===== src/sv/vsae_pkg.sv =====
// Shared types, register indexes and fixed thresholds of the vital sign alarm escalator.
package vsae_pkg;

    // Configuration port geometry.
    localparam int CFG_INDEX_W = 4;
    localparam int CFG_DATA_W  = 16;

    // Configuration register indexes.
    localparam logic [CFG_INDEX_W-1:0] REG_SPO2_CRIT_BELOW = 4'd0;
    localparam logic [CFG_INDEX_W-1:0] REG_SPO2_WARN_BELOW = 4'd1;
    localparam logic [CFG_INDEX_W-1:0] REG_HEART_CRIT_LOW  = 4'd2;
    localparam logic [CFG_INDEX_W-1:0] REG_HEART_CRIT_HIGH = 4'd3;
    localparam logic [CFG_INDEX_W-1:0] REG_HEART_WARN_LOW  = 4'd4;
    localparam logic [CFG_INDEX_W-1:0] REG_HEART_WARN_HIGH = 4'd5;
    localparam logic [CFG_INDEX_W-1:0] REG_TEMP_CRIT_LOW   = 4'd6;
    localparam logic [CFG_INDEX_W-1:0] REG_TEMP_CRIT_HIGH  = 4'd7;

    // Register reset values.
    localparam logic [6:0]  RST_SPO2_CRIT_BELOW = 7'd85;
    localparam logic [6:0]  RST_SPO2_WARN_BELOW = 7'd92;
    localparam logic [8:0]  RST_HEART_CRIT_LOW  = 9'd40;
    localparam logic [8:0]  RST_HEART_CRIT_HIGH = 9'd150;
    localparam logic [8:0]  RST_HEART_WARN_LOW  = 9'd45;
    localparam logic [8:0]  RST_HEART_WARN_HIGH = 9'd120;
    localparam logic [15:0] RST_TEMP_CRIT_LOW   = 16'd3500;
    localparam logic [15:0] RST_TEMP_CRIT_HIGH  = 16'd4000;

    // Fixed warning limits: 35.50 C to 38.50 C, systolic 90 to 160 mmHg.
    localparam logic signed [15:0] TEMP_WARN_LOW  = 16'sd3550;
    localparam logic signed [15:0] TEMP_WARN_HIGH = 16'sd3850;
    localparam logic [8:0]         SYS_HIGH       = 9'd160;
    localparam logic [8:0]         SYS_LOW        = 9'd90;

    // Impact limit: 3.5 g squared with 65536 units per g squared.
    localparam int MAG_W = 32;
    localparam logic [MAG_W-1:0] FALL_SQ_LIMIT = 32'd802816;

    // Anomaly tally.
    localparam int TALLY_W = 8;
    localparam logic [TALLY_W-1:0] TALLY_MAX   = 8'd255;
    localparam logic [TALLY_W-1:0] TALLY_EXTEND = 8'd2;

    typedef enum logic [1:0] {
        GRADE_NORMAL    = 2'd0,
        GRADE_WARNING   = 2'd1,
        GRADE_CRITICAL  = 2'd2,
        GRADE_EMERGENCY = 2'd3
    } grade_t;

    typedef enum logic [1:0] {
        MODE_NORMAL    = 2'd0,
        MODE_EXTENDED  = 2'd1,
        MODE_EMERGENCY = 2'd2
    } mode_t;

    // Threshold register set.
    typedef struct packed {
        logic [6:0]  spo2_crit_below;
        logic [6:0]  spo2_warn_below;
        logic [8:0]  heart_crit_low;
        logic [8:0]  heart_crit_high;
        logic [8:0]  heart_warn_low;
        logic [8:0]  heart_warn_high;
        logic [15:0] temp_crit_low;
        logic [15:0] temp_crit_high;
    } cfg_t;

    // Outcome of grading one measurement set.
    typedef struct packed {
        grade_t grade;
        logic   fall;
    } eval_t;

endpackage


===== src/sv/vsae_cfg_regs.sv =====
// Threshold configuration register file.
module vsae_cfg_regs
    import vsae_pkg::*;
(
    input  logic                   clk,
    input  logic                   rst_n,
    input  logic                   cfg_valid,
    output logic                   cfg_ready,
    input  logic [CFG_INDEX_W-1:0] cfg_index,
    input  logic [CFG_DATA_W-1:0]  cfg_data,
    output cfg_t                   cfg
);

    cfg_t cfg_reg;
    cfg_t cfg_next;

    // Writes are taken in every cycle.
    assign cfg_ready = 1'b1;
    assign cfg      = cfg_reg;

    // Decode the register index; writes beyond the list are dropped.
    always_comb
    begin
        cfg_next = cfg_reg;
        if (cfg_valid)
        begin
            case (cfg_index)
                REG_SPO2_CRIT_BELOW: cfg_next.spo2_crit_below = cfg_data[6:0];
                REG_SPO2_WARN_BELOW: cfg_next.spo2_warn_below = cfg_data[6:0];
                REG_HEART_CRIT_LOW:  cfg_next.heart_crit_low  = cfg_data[8:0];
                REG_HEART_CRIT_HIGH: cfg_next.heart_crit_high = cfg_data[8:0];
                REG_HEART_WARN_LOW:  cfg_next.heart_warn_low  = cfg_data[8:0];
                REG_HEART_WARN_HIGH: cfg_next.heart_warn_high = cfg_data[8:0];
                REG_TEMP_CRIT_LOW:   cfg_next.temp_crit_low   = cfg_data[15:0];
                REG_TEMP_CRIT_HIGH:  cfg_next.temp_crit_high  = cfg_data[15:0];
                default:             cfg_next = cfg_reg;
            endcase
        end
    end

    // Register storage with reset values.
    always_ff @(posedge clk or negedge rst_n)
    begin
        if (!rst_n)
        begin
            cfg_reg.spo2_crit_below <= RST_SPO2_CRIT_BELOW;
            cfg_reg.spo2_warn_below <= RST_SPO2_WARN_BELOW;
            cfg_reg.heart_crit_low  <= RST_HEART_CRIT_LOW;
            cfg_reg.heart_crit_high <= RST_HEART_CRIT_HIGH;
            cfg_reg.heart_warn_low  <= RST_HEART_WARN_LOW;
            cfg_reg.heart_warn_high <= RST_HEART_WARN_HIGH;
            cfg_reg.temp_crit_low   <= RST_TEMP_CRIT_LOW;
            cfg_reg.temp_crit_high  <= RST_TEMP_CRIT_HIGH;
        end
        else
        begin
            cfg_reg <= cfg_next;
        end
    end

endmodule


===== src/sv/vsae_grader.sv =====
// Range checks, fall detection and status grading of one measurement set.
module vsae_grader
    import vsae_pkg::*;
(
    input  cfg_t               cfg,
    input  logic [6:0]         oxygen_saturation,
    input  logic [8:0]         pulse_rate,
    input  logic [8:0]         systolic_pressure,
    input  logic signed [15:0] body_temp,
    input  logic signed [15:0] accel_x_axis,
    input  logic signed [15:0] accel_y_axis,
    input  logic signed [15:0] accel_z_axis,
    output eval_t              eval
);

    logic signed [31:0] sq_x;
    logic signed [31:0] sq_y;
    logic signed [31:0] sq_z;
    logic [MAG_W-1:0]   mag2;
    logic               fall;
    logic               spo2_crit;
    logic               spo2_warn;
    logic               heart_crit;
    logic               heart_warn;
    logic               temp_crit;
    logic               temp_warn;
    logic               sys_warn;
    logic [2:0]         warn_count;

    // Squared magnitude; each square is non-negative and at most 2^30.
    assign sq_x = 32'(accel_x_axis) * 32'(accel_x_axis);
    assign sq_y = 32'(accel_y_axis) * 32'(accel_y_axis);
    assign sq_z = 32'(accel_z_axis) * 32'(accel_z_axis);
    assign mag2 = {1'b0, sq_x[30:0]} + {1'b0, sq_y[30:0]} + {1'b0, sq_z[30:0]};
    assign fall = (mag2 > FALL_SQ_LIMIT);

    // Two-level checks: a warning counts only when the critical check passes.
    assign spo2_crit  = (oxygen_saturation < cfg.spo2_crit_below);
    assign spo2_warn  = !spo2_crit && (oxygen_saturation < cfg.spo2_warn_below);
    assign heart_crit = (pulse_rate < cfg.heart_crit_low) || (pulse_rate > cfg.heart_crit_high);
    assign heart_warn = !heart_crit
                        && ((pulse_rate < cfg.heart_warn_low)
                            || (pulse_rate > cfg.heart_warn_high));
    assign temp_crit  = (body_temp < $signed(cfg.temp_crit_low))
                        || (body_temp > $signed(cfg.temp_crit_high));
    assign temp_warn  = !temp_crit
                        && ((body_temp < TEMP_WARN_LOW) || (body_temp > TEMP_WARN_HIGH));
    assign sys_warn   = (systolic_pressure > SYS_HIGH) || (systolic_pressure < SYS_LOW);

    assign warn_count = 3'({2'b00, spo2_warn}) + 3'({2'b00, heart_warn})
                      + 3'({2'b00, temp_warn}) + 3'({2'b00, sys_warn})
                      + 3'({2'b00, fall});

    // Grade: any critical flag or a fall is an emergency; two or more warnings are critical, one is a warning.
    always_comb
    begin
        eval.fall = fall;
        if (spo2_crit || heart_crit || temp_crit || fall)
        begin
            eval.grade = GRADE_EMERGENCY;
        end
        else if (warn_count >= 3'd2)
        begin
            eval.grade = GRADE_CRITICAL;
        end
        else if (warn_count != 3'd0)
        begin
            eval.grade = GRADE_WARNING;
        end
        else
        begin
            eval.grade = GRADE_NORMAL;
        end
    end

endmodule


===== src/sv/vsae_escalate.sv =====
// Escalation state (tally, alert latch, mode) and the result register.
module vsae_escalate
    import vsae_pkg::*;
(
    input  logic       clk,
    input  logic       rst_n,
    input  logic       load,
    input  eval_t      eval,
    output logic [1:0] health_grade,
    output logic [1:0] watch_mode,
    output logic       send_report,
    output logic       report_urgent,
    output logic       fall_flag
);

    logic [TALLY_W-1:0] tally_reg;
    logic [TALLY_W-1:0] tally_next;
    logic               latch_reg;
    logic               latch_next;
    mode_t              mode_reg;
    mode_t              mode_next;
    logic               report_next;
    logic               urgent_next;

    logic [1:0]         grade_out_reg;
    mode_t              mode_out_reg;
    logic               report_out_reg;
    logic               urgent_out_reg;
    logic               fall_out_reg;

    // Next escalation state for the item being graded.
    always_comb
    begin
        tally_next  = tally_reg;
        latch_next  = latch_reg;
        mode_next   = mode_reg;
        report_next = 1'b0;
        urgent_next = 1'b0;
        case (eval.grade)
            GRADE_NORMAL:
            begin
                mode_next  = MODE_NORMAL;
                tally_next = '0;
                latch_next = 1'b0;
            end
            GRADE_WARNING:
            begin
                if (tally_reg != TALLY_MAX)
                begin
                    tally_next = tally_reg + TALLY_W'(1);
                end
                if (tally_next >= TALLY_EXTEND)
                begin
                    mode_next = MODE_EXTENDED;
                end
            end
            GRADE_CRITICAL:
            begin
                mode_next   = MODE_EXTENDED;
                report_next = 1'b1;
            end
            default:
            begin
                mode_next = MODE_EMERGENCY;
                if (!latch_reg)
                begin
                    report_next = 1'b1;
                    urgent_next = 1'b1;
                    latch_next  = 1'b1;
                end
            end
        endcase
    end

    // Escalation state advances once per graded item.
    always_ff @(posedge clk or negedge rst_n)
    begin
        if (!rst_n)
        begin
            tally_reg <= '0;
            latch_reg <= 1'b0;
            mode_reg  <= MODE_NORMAL;
        end
        else if (load)
        begin
            tally_reg <= tally_next;
            latch_reg <= latch_next;
            mode_reg  <= mode_next;
        end
    end

    // Result register payload.
    always_ff @(posedge clk)
    begin
        if (load)
        begin
            grade_out_reg  <= eval.grade;
            mode_out_reg   <= mode_next;
            report_out_reg <= report_next;
            urgent_out_reg <= urgent_next;
            fall_out_reg   <= eval.fall;
        end
    end

    assign health_grade  = grade_out_reg;
    assign watch_mode    = mode_out_reg;
    assign send_report   = report_out_reg;
    assign report_urgent = urgent_out_reg;
    assign fall_flag     = fall_out_reg;

endmodule


===== src/sv/vital_sign_alarm_escalator.sv =====
// Top level of the vital sign alarm escalator: input register, grading and result register.
//
// The block takes one measurement set per clock cycle and returns one result item for
// each. An accepted item is held in the input register, and from there the three
// acceleration squares, the threshold compares and the escalation update are loaded
// into the result register, which drives out_valid; the result is taken while
// out_stall is low. With out_stall low the block sustains one item per
// cycle. While a result waits under out_stall, one more item can be taken into the input
// register; in_stall rises only when both registers are full and out_stall is high.
// Threshold registers are written through the cfg channel, which is always ready; writes
// to an index beyond the eight registers are ignored. Configuration should change only
// while no item is in flight.
module vital_sign_alarm_escalator
    import vsae_pkg::*;
(
    input  logic                   clk,
    input  logic                   rst_n,
    input  logic                   in_valid,
    output logic                   in_stall,
    input  logic [6:0]             oxygen_saturation,
    input  logic [8:0]             pulse_rate,
    input  logic [8:0]             systolic_pressure,
    input  logic signed [15:0]     body_temp,
    input  logic signed [15:0]     accel_x_axis,
    input  logic signed [15:0]     accel_y_axis,
    input  logic signed [15:0]     accel_z_axis,
    output logic                   out_valid,
    input  logic                   out_stall,
    output logic [1:0]             health_grade,
    output logic [1:0]             watch_mode,
    output logic                   send_report,
    output logic                   report_urgent,
    output logic                   fall_flag,
    input  logic                   cfg_valid,
    output logic                   cfg_ready,
    input  logic [CFG_INDEX_W-1:0] cfg_index,
    input  logic [CFG_DATA_W-1:0]  cfg_data
);

    cfg_t               cfg;
    eval_t              eval;

    logic               in_full_reg;
    logic               out_full_reg;
    logic               res_load;
    logic               in_take;

    logic [6:0]         spo2_reg;
    logic [8:0]         pulse_reg;
    logic [8:0]         sys_reg;
    logic signed [15:0] temp_reg;
    logic signed [15:0] ax_reg;
    logic signed [15:0] ay_reg;
    logic signed [15:0] az_reg;

    // Handshake: the result register loads when empty or being drained.
    assign res_load  = in_full_reg && (!out_full_reg || !out_stall);
    assign in_stall  = in_full_reg && !res_load;
    assign in_take   = in_valid && !in_stall;
    assign out_valid = out_full_reg;

    // Occupancy of the input and result registers.
    always_ff @(posedge clk or negedge rst_n)
    begin
        if (!rst_n)
        begin
            in_full_reg  <= 1'b0;
            out_full_reg <= 1'b0;
        end
        else
        begin
            in_full_reg <= in_take || (in_full_reg && !res_load);
            if (res_load)
            begin
                out_full_reg <= 1'b1;
            end
            else if (!out_stall)
            begin
                out_full_reg <= 1'b0;
            end
        end
    end

    // Input register payload.
    always_ff @(posedge clk)
    begin
        if (in_take)
        begin
            spo2_reg  <= oxygen_saturation;
            pulse_reg <= pulse_rate;
            sys_reg   <= systolic_pressure;
            temp_reg  <= body_temp;
            ax_reg    <= accel_x_axis;
            ay_reg    <= accel_y_axis;
            az_reg    <= accel_z_axis;
        end
    end

    vsae_cfg_regs u_cfg_regs (
        .clk       (clk),
        .rst_n     (rst_n),
        .cfg_valid (cfg_valid),
        .cfg_ready (cfg_ready),
        .cfg_index (cfg_index),
        .cfg_data  (cfg_data),
        .cfg       (cfg)
    );

    vsae_grader u_grader (
        .cfg               (cfg),
        .oxygen_saturation (spo2_reg),
        .pulse_rate        (pulse_reg),
        .systolic_pressure (sys_reg),
        .body_temp         (temp_reg),
        .accel_x_axis      (ax_reg),
        .accel_y_axis      (ay_reg),
        .accel_z_axis      (az_reg),
        .eval              (eval)
    );

    vsae_escalate u_escalate (
        .clk           (clk),
        .rst_n         (rst_n),
        .load          (res_load),
        .eval          (eval),
        .health_grade  (health_grade),
        .watch_mode    (watch_mode),
        .send_report   (send_report),
        .report_urgent (report_urgent),
        .fall_flag     (fall_flag)
    );

endmodule

===== config.mk =====
export PLATFORM = sky130hd
export DESIGN_NAME = vital_sign_alarm_escalator
export DESIGN_NICKNAME = d
export VERILOG_FILES = /design/src/sv/vsae_pkg.sv /design/src/sv/vsae_cfg_regs.sv /design/src/sv/vsae_grader.sv /design/src/sv/vsae_escalate.sv /design/src/sv/vital_sign_alarm_escalator.sv
export SDC_FILE = /design/constraint.sdc
export NUM_CORES = 2
export LEC_CHECK = 0
export ABC_AREA = 1
export BUFFER_PORTS_ARGS = -buffer_cell sky130_fd_sc_hd__buf_2
export CORE_MARGIN = 3
export CORE_UTILIZATION = 40
export CTS_CLUSTER_SIZE = 24
export DETAILED_ROUTE_END_ITERATION = 16
export HOLD_SLACK_MARGIN = 0.06
export PLACE_DENSITY = 0.54
export SLEW_MARGIN = 10
export SYNTH_ARGS = -nofsm -noshare
export SYNTH_HDL_FRONTEND = slang
export SYNTH_SLANG_ARGS = --single-unit

===== constraint.sdc =====
create_clock -name clk -period 23.3 [get_ports clk]
set_input_delay 4.66 -clock clk [delete_from_list [all_inputs] [get_ports clk]]
set_output_delay 4.66 -clock clk [all_outputs]
set_load 0.01 [all_outputs]

# --- Word-level counts from Yosys, hierarchy flattened ---
# Cells that the tools add are included.
classes:
  addsub: 7
  mul: 3
  order_cmp: 15
  eq_ne: 11
  n_mux: 13
  bitwise: 1
  reduce_logical: 40
ops:
  columns: ["cell", "count"]
  rows:
  - ["$mul 16x16->31", 3]
  - ["$add 31x31->32", 1]
  - ["$add 32x31->32", 1]
  - ["$gt 32x20->1 const B", 1]
  - ["$reduce_and 2->1", 10]
  - ["$gt 9x9->1", 2]
  - ["$lt 9x9->1", 2]
  - ["$eq 4x3->1 const B", 4]
  - ["$gt 16x13->1 const B", 1]
  - ["$gt 16x16->1", 1]
  - ["$lt 16x13->1 const B", 1]
  - ["$lt 16x16->1", 1]
  - ["$mux 8", 2]
  - ["$pmux 8 s2", 1]
  - ["$lt 7x7->1", 2]
  - ["$logic_or 1x1->1", 10]
  - ["$add 3x1->3", 3]
  - ["$gt 9x8->1 const B", 1]
  - ["$lt 9x7->1 const B", 1]
  - ["$add 8x1->8 const B", 1]
  - ["$eq 4x2->1 const B", 2]
  - ["$ge 8x2->1 const B", 1]
  - ["$ne 8x8->1 const B", 1]
  - ["$logic_not 1->1", 7]
  - ["other kinds (18)", 30]
totals:
  ff_bits: 191
  inputBits: 114
  out_inout_bits: 10
  wordCells: 115

# --- Depth between registers and ports, before layout ---
depth:
  depth_word: 17
  mapped_depth: 56
  depth_no_buf: 55

# --- Modules after synthesis ---
# Synthesis repeated with hierarchy kept, for this count alone.
hier_totals:
  cells_unflattened: 4676
  hier_area_um2: 39086.2
modules_own_cells:
  columns: ["mod", "instances", "cells_per_inst", "area_per_inst_um2", "seq_area_each_um2"]
  rows:
  - ["vsae_grader", 1, 4073, 31939.4, 0.0]
  - ["vsae_cfg_regs", 1, 386, 3417.0, 2095.8]
  - ["vital_sign_alarm_escalator", 1, 101, 2767.7, 2722.6]
  - ["vsae_escalate", 1, 116, 962.2, 485.5]

# --- Worst setup path after synthesis ---
# OpenSTA, ideal clock, no wires.
synth_path:
  path_kind: "flip-flop to flip-flop"
  startpoint: "reg ax_reg[4]"
  endpoint: "reg u_escalate.mode_out_reg[0] (netlist: u_escalate.watch_mode[0]), data pin"
  setup_ps: 152
  arrival_time_ps: 9533
  required_ps: 23148
  path_slack_ps: 13615
  stages_incl_launch_ff: 45
  n_path_buf: 2
  synth_period_minus_slack_ps: 9685
  cell_sequence: "edfxtp_1 > clkbuf_1 > clkbuf_1 > nand2_1 > fa_1 > inv_1 > fa_1 > inv_1 > fa_1 > fa_1 > inv_1 > fa_1 > fa_1 > ha_1 > nand2_1 > nor4_1 > nand2_1 > o211ai_1 > [... 9 more ...] > nor2_1 > and2_1 > and2_1 > nand2_2 > nand3_2 > inv_2 > nor2_2 > nand3_2 > nor4_2 > fa_1 > inv_1 > ha_1 > fa_1 > nor2_1 > nand2_1 > inv_1 > nand4_2 > o21ai_0"
synth_via:
  elab_chain_cells: 11
  word_cells_on_any_way: 15
  cone_classes: "add/sub: 3; mul: 1; order compare: 2; eq/ne: 2; mux: 4; reduce/logical: 3"
synth_rtl:
  columns: ["element", "line_no", "source"]
  rows:
  - ["start, declared", "vital_sign_alarm_escalator.sv:52", "logic signed [15:0] ax_reg;"]
  - ["start signal, assigned", "vital_sign_alarm_escalator.sv:93", "ax_reg <= accel_x_axis;"]
  - ["$mul 16x16->31 (*)", "vsae_grader.sv:31", "assign sq_x = 32'(accel_x_axis) * 32'(accel_x_axis);"]
  - ["$add 31x31->32 (*)", "vsae_grader.sv:34", "assign mag2 = {1'b0, sq_x[30:0]} + {1'b0, sq_y[30:0]} + {1'b0, sq_z[30:0]};"]
  - ["$add 32x31->32 (*)", "vsae_grader.sv:34", null]
  - ["$gt 32x20->1 (*)", "vsae_grader.sv:35", "assign fall = (mag2 > FALL_SQ_LIMIT);"]
  - ["branches (longest 4 deep; another with $add 3x1->3)", null, null]
  - ["$mux 2 (*)", "vsae_grader.sv:58", "if (spo2_crit || heart_crit || temp_crit || fall)"]
  - ["$eq 2x2->1 (tied with other cells)", "vsae_escalate.sv:39", "case (eval.grade)"]
  - ["$pmux 2 s3 (*)", "vsae_escalate.sv:39", null]
  - ["net u_escalate.mode_next[0]", "vsae_escalate.sv:21", "mode_t mode_next;"]
  - ["end signal, assigned", "vsae_escalate.sv:98", "mode_out_reg <= mode_next;"]
  - ["end, declared", "vsae_escalate.sv:26", "mode_t mode_out_reg;"]
# Mark *: on every way through the listed nets, which the timed path passes.
# A chain may end at the register's enable or synchronous reset.

# --- Final worst setup path ---
layout_path:
  startpoint: "reg ay_reg[15]"
  endpoint: "reg u_escalate.tally_reg[1]"
layout_via:
  elab_chain_cells: 12
  word_cells_on_any_way: 16
  cone_classes: "add/sub: 3; mul: 1; order compare: 2; eq/ne: 1; mux: 4; reduce/logical: 5"
layout_rtl:
  columns: ["element", "line_no", "source"]
  rows:
  - ["start, declared", "vital_sign_alarm_escalator.sv:53", "logic signed [15:0] ay_reg;"]
  - ["start signal, assigned", "vital_sign_alarm_escalator.sv:94", "ay_reg <= accel_y_axis;"]
  - ["$mul 16x16->31 (*)", "vsae_grader.sv:32", "assign sq_y = 32'(accel_y_axis) * 32'(accel_y_axis);"]
  - ["$add 31x31->32 (*)", "vsae_grader.sv:34", null]
  - ["$add 32x31->32 (*)", "vsae_grader.sv:34", null]
  - ["$gt 32x20->1 (*)", "vsae_grader.sv:35", null]
  - ["branches (longest 4 deep; another with $add 3x1->3)", null, null]
  - ["$mux 2 (*)", "vsae_grader.sv:58", null]
  - ["$eq 2x1->1 / $logic_not 2->1 (equally long branches)", "vsae_escalate.sv:39", null]
  - ["$reduce_bool 2->1 (no line)", null, null]
  - ["$reduce_and 2->1 (no line)", null, null]
  - ["end signal, assigned", "vsae_escalate.sv:86", "tally_reg <= tally_next;"]
  - ["end, declared", "vsae_escalate.sv:16", "logic [TALLY_W-1:0] tally_reg;"]
# Mark *: on every way between the ends.

==> impl_summary.log <==
[metrics] run status: finished, final reports clean
[metrics] drt drc: 0
[metrics] antenna violations before repair: 3
[metrics] Die H: 317 um
[metrics] wire length of the first global-routing pass: 155000 um
[metrics] sequential cell area fraction in the yosys report: 0.137
[metrics] Yosys reg bits: 191
[metrics] post-cts resize count: 0
[metrics] Maximum Capacitance Violations: 0
[metrics] post-route clock skew: 0.0298 ns
[metrics] share of post-route cells with drive strength above 1: 0.0601
[metrics] wire per inst: 15.3 um
[metrics] count of synthesis-stage warnings from yosys: 0
[metrics] startpoint of the worst setup timing path: ay_reg[15]
[metrics] clock tree root driver cell: sky130_fd_sc_hd__clkbuf_16
[metrics] number of I/O port buffers: 122
[metrics] net count reported at finish: 5864
[metrics] sum of negative setup slack: 0 ns
[metrics] RSZ-0062 raised after global routing: no
[metrics] category of the most critical setup path: register to register
[metrics] core region area: 95600 um2
[metrics] Sequential Area: 5300 um2
[metrics] final clock period utilization by the worst path: 0.483
[metrics] synth top area cells: sky130_fd_sc_hd__fa_1 37%, sky130_fd_sc_hd__inv_1 14%, sky130_fd_sc_hd__ha_1 12%, sky130_fd_sc_hd__nand2_1 8.7%, sky130_fd_sc_hd__edfxtp_1 7.4%
[metrics] Hold Vio Cnt, Final: 0
[metrics] most used standard cell by instance count after synthesis: sky130_fd_sc_hd__inv_1
[metrics] Main synth FF type: sky130_fd_sc_hd__edfxtp_1
[metrics] standard-cell rows: 113
[metrics] FILL cells: 9751
[metrics] detailed-routing iteration count for the pre-antenna-repair pass: 7
[metrics] chip width: 317 um
[metrics] number of enable flip-flop cells after synthesis: 96
[metrics] initial cell density of the core: 0.406
[metrics] Detailed Route Iter0 Violations: 1294
[metrics] Worst EP arrival: 11.69 ns
[metrics] largest net degree at the start of global routing: 74
[metrics] Critical Path Sink Type: register
[metrics] final worst setup slack: 12.05 ns
[metrics] TritonCTS clock tree: yes
[metrics] number of nets produced by synthesis: 5815
[metrics] share of flip-flops with an asynchronous set or reset: 0.497
[metrics] fraction of post-synthesis cell area in the top cell type by area: 0.372
[metrics] most common library cells after synthesis: 1428 x sky130_fd_sc_hd__inv_1, 902 x sky130_fd_sc_hd__nand2_1, 720 x sky130_fd_sc_hd__fa_1
[metrics] H-tree Lvls: 4
[metrics] gp weighted congestion: 0.898
[metrics] max FFs per register: 82
[metrics] number of nets with antenna violations after detailed routing: 0
[metrics] Worst Setup Start Kind: register
[metrics] number of clock sinks seen by CTS: 191
[metrics] total routing resource utilization after global routing: 0.191
[metrics] actual slew at the worst max-slew pin: 1.03 ns
[metrics] most area-hungry cell type in the Yosys netlist: sky130_fd_sc_hd__fa_1
[metrics] count of unique library cells instantiated by Yosys: 55
[metrics] maximum fanout along the worst path: 23
[metrics] CTS buffer count: 17
[metrics] worst relative slew slack: 0.314
[metrics] worst hold path type: register to register
[metrics] area used by multi-input combinational logic: 27700 um2
[metrics] ratio of routed vias to standard cells: 4.65
[metrics] Vias: 27642
[metrics] final core occ: 0.432
[metrics] Setup WS pre-CTS: 12.10 ns
[metrics] Reg clk slew, reported paths: 0.11 ns
[metrics] IO Count: 124
[metrics] Hold Crit Start: u_escalate.latch_reg
[metrics] Final min period: 11.25 ns
[metrics] gate count of the mapped netlist: 4614
[metrics] total wirelength of the detailed-routed design: 91200 um
[metrics] GRT Residual Overflow: 0
[metrics] Worst-Skew Late Latency: 0.53 ns
[metrics] dpl hpwl: 77200 um
[metrics] final setup violation count: 0
[metrics] number of buffers inserted for hold repair after clock tree synthesis: 0
[metrics] area growth from synthesis to layout: 6.55%
[metrics] maximum clock frequency: 0.0889 GHz
[metrics] max-slew violation count: 0
[metrics] area enclosed by the die boundary: 101000 um2
[metrics] mean area per synthesized cell: 8.41 um2
[metrics] Mapped Area: 38800 um2
[metrics] maximum clock path buffer count: 2
[metrics] via count of the first global-routing pass: 29695
[metrics] critical path data required time: 23.74 ns
[metrics] startpoint of the worst register-to-register path: ay_reg[15]
[metrics] delay of the slowest cell on the worst path: 0.89 ns
[metrics] worst-path cell with the longest stage delay: sky130_fd_sc_hd__edfxtp_1
[metrics] total setup buffers inserted after CTS: 0
[critical path, delay by kind of cell, from the launching register on]
family          cells  cell delay, ns
xor+xnor            1            0.34
simple gates       13            1.81
fa+ha+maj          12            4.61
compound gates     11            2.22
flops               1            0.89
buf+inv            10            1.26
[stage by stage]
step	instances	hold WS, ns	cell area [um2]
floorplan	4614	0.442	38800
finish	5942	0.482	41300
global placement	5909	0.459	40700
detailed placement	5909	0.465	40700
CTS	5941	0.484	41300
global route	5941	0.507	41300
[cell families after synthesis]
family / share of synthesized area
and+or+nand+nor: 0.137
AOI/OAI and AO/OA: 0.0540
buffers and inverters: 0.150
xor gates and xnor gates: 0.0325
muxes: 0.000258
adders and majority gates: 0.490
DFF: 0.137
other: 0.0000967
[per-layer routing]
metal	up-vias	GRT usage	routed length, um
met4	0	0.0328	1040
met3	53	0.0190	2620
met5	-	0	0
met1	13638	0.258	41700
met2	375	0.337	45800
li1	13576	-	-
[worst paths after layout]
path | end | slack, ns | cells after the start
min in group asynchronous | u_cfg_regs.cfg[17] | 4.03 | 1
min reg2reg | u_escalate.latch_reg | 0.48 | 2
min | u_escalate.latch_reg | 0.48 | 2
max reg2reg | u_escalate.tally_reg[1] | 12.05 | 47
max in group asynchronous | u_cfg_regs.cfg[67] | 18.00 | 2
max | u_escalate.tally_reg[1] | 12.05 | 47
[layout make-up]
type / instances / share of cell area
multi-input cells: 2882 / 0.670
diodes: 1 / 0.0000605
well taps: 1265 / 0.0383
inverters: 1436 / 0.131
clock buffers: 17 / 0.0103
flip-flops and latches: 191 / 0.128
repair buffers: 135 / 0.0172
clock inverters: 15 / 0.00545
[layout by cell type, fill, tap and decap left out, types with 35 or more instances in the layout]
master	n
sky130_fd_sc_hd__o21ai_0	146
sky130_fd_sc_hd__xor2_1	76
sky130_fd_sc_hd__a21oi_1	148
sky130_fd_sc_hd__fa_1	720
sky130_fd_sc_hd__nand2_1	902
sky130_fd_sc_hd__edfxtp_1	96
sky130_fd_sc_hd__nand3_1	73
sky130_fd_sc_hd__dfstp_2	35
sky130_fd_sc_hd__xnor2_1	68
sky130_fd_sc_hd__dfrtp_1	60
sky130_fd_sc_hd__ha_1	367
sky130_fd_sc_hd__buf_2	121
sky130_fd_sc_hd__nor2_1	156
sky130_fd_sc_hd__inv_1	1427
Power is not shown: default switching activity piles up to over one toggle a cycle in this logic, so the estimate is an artifact.
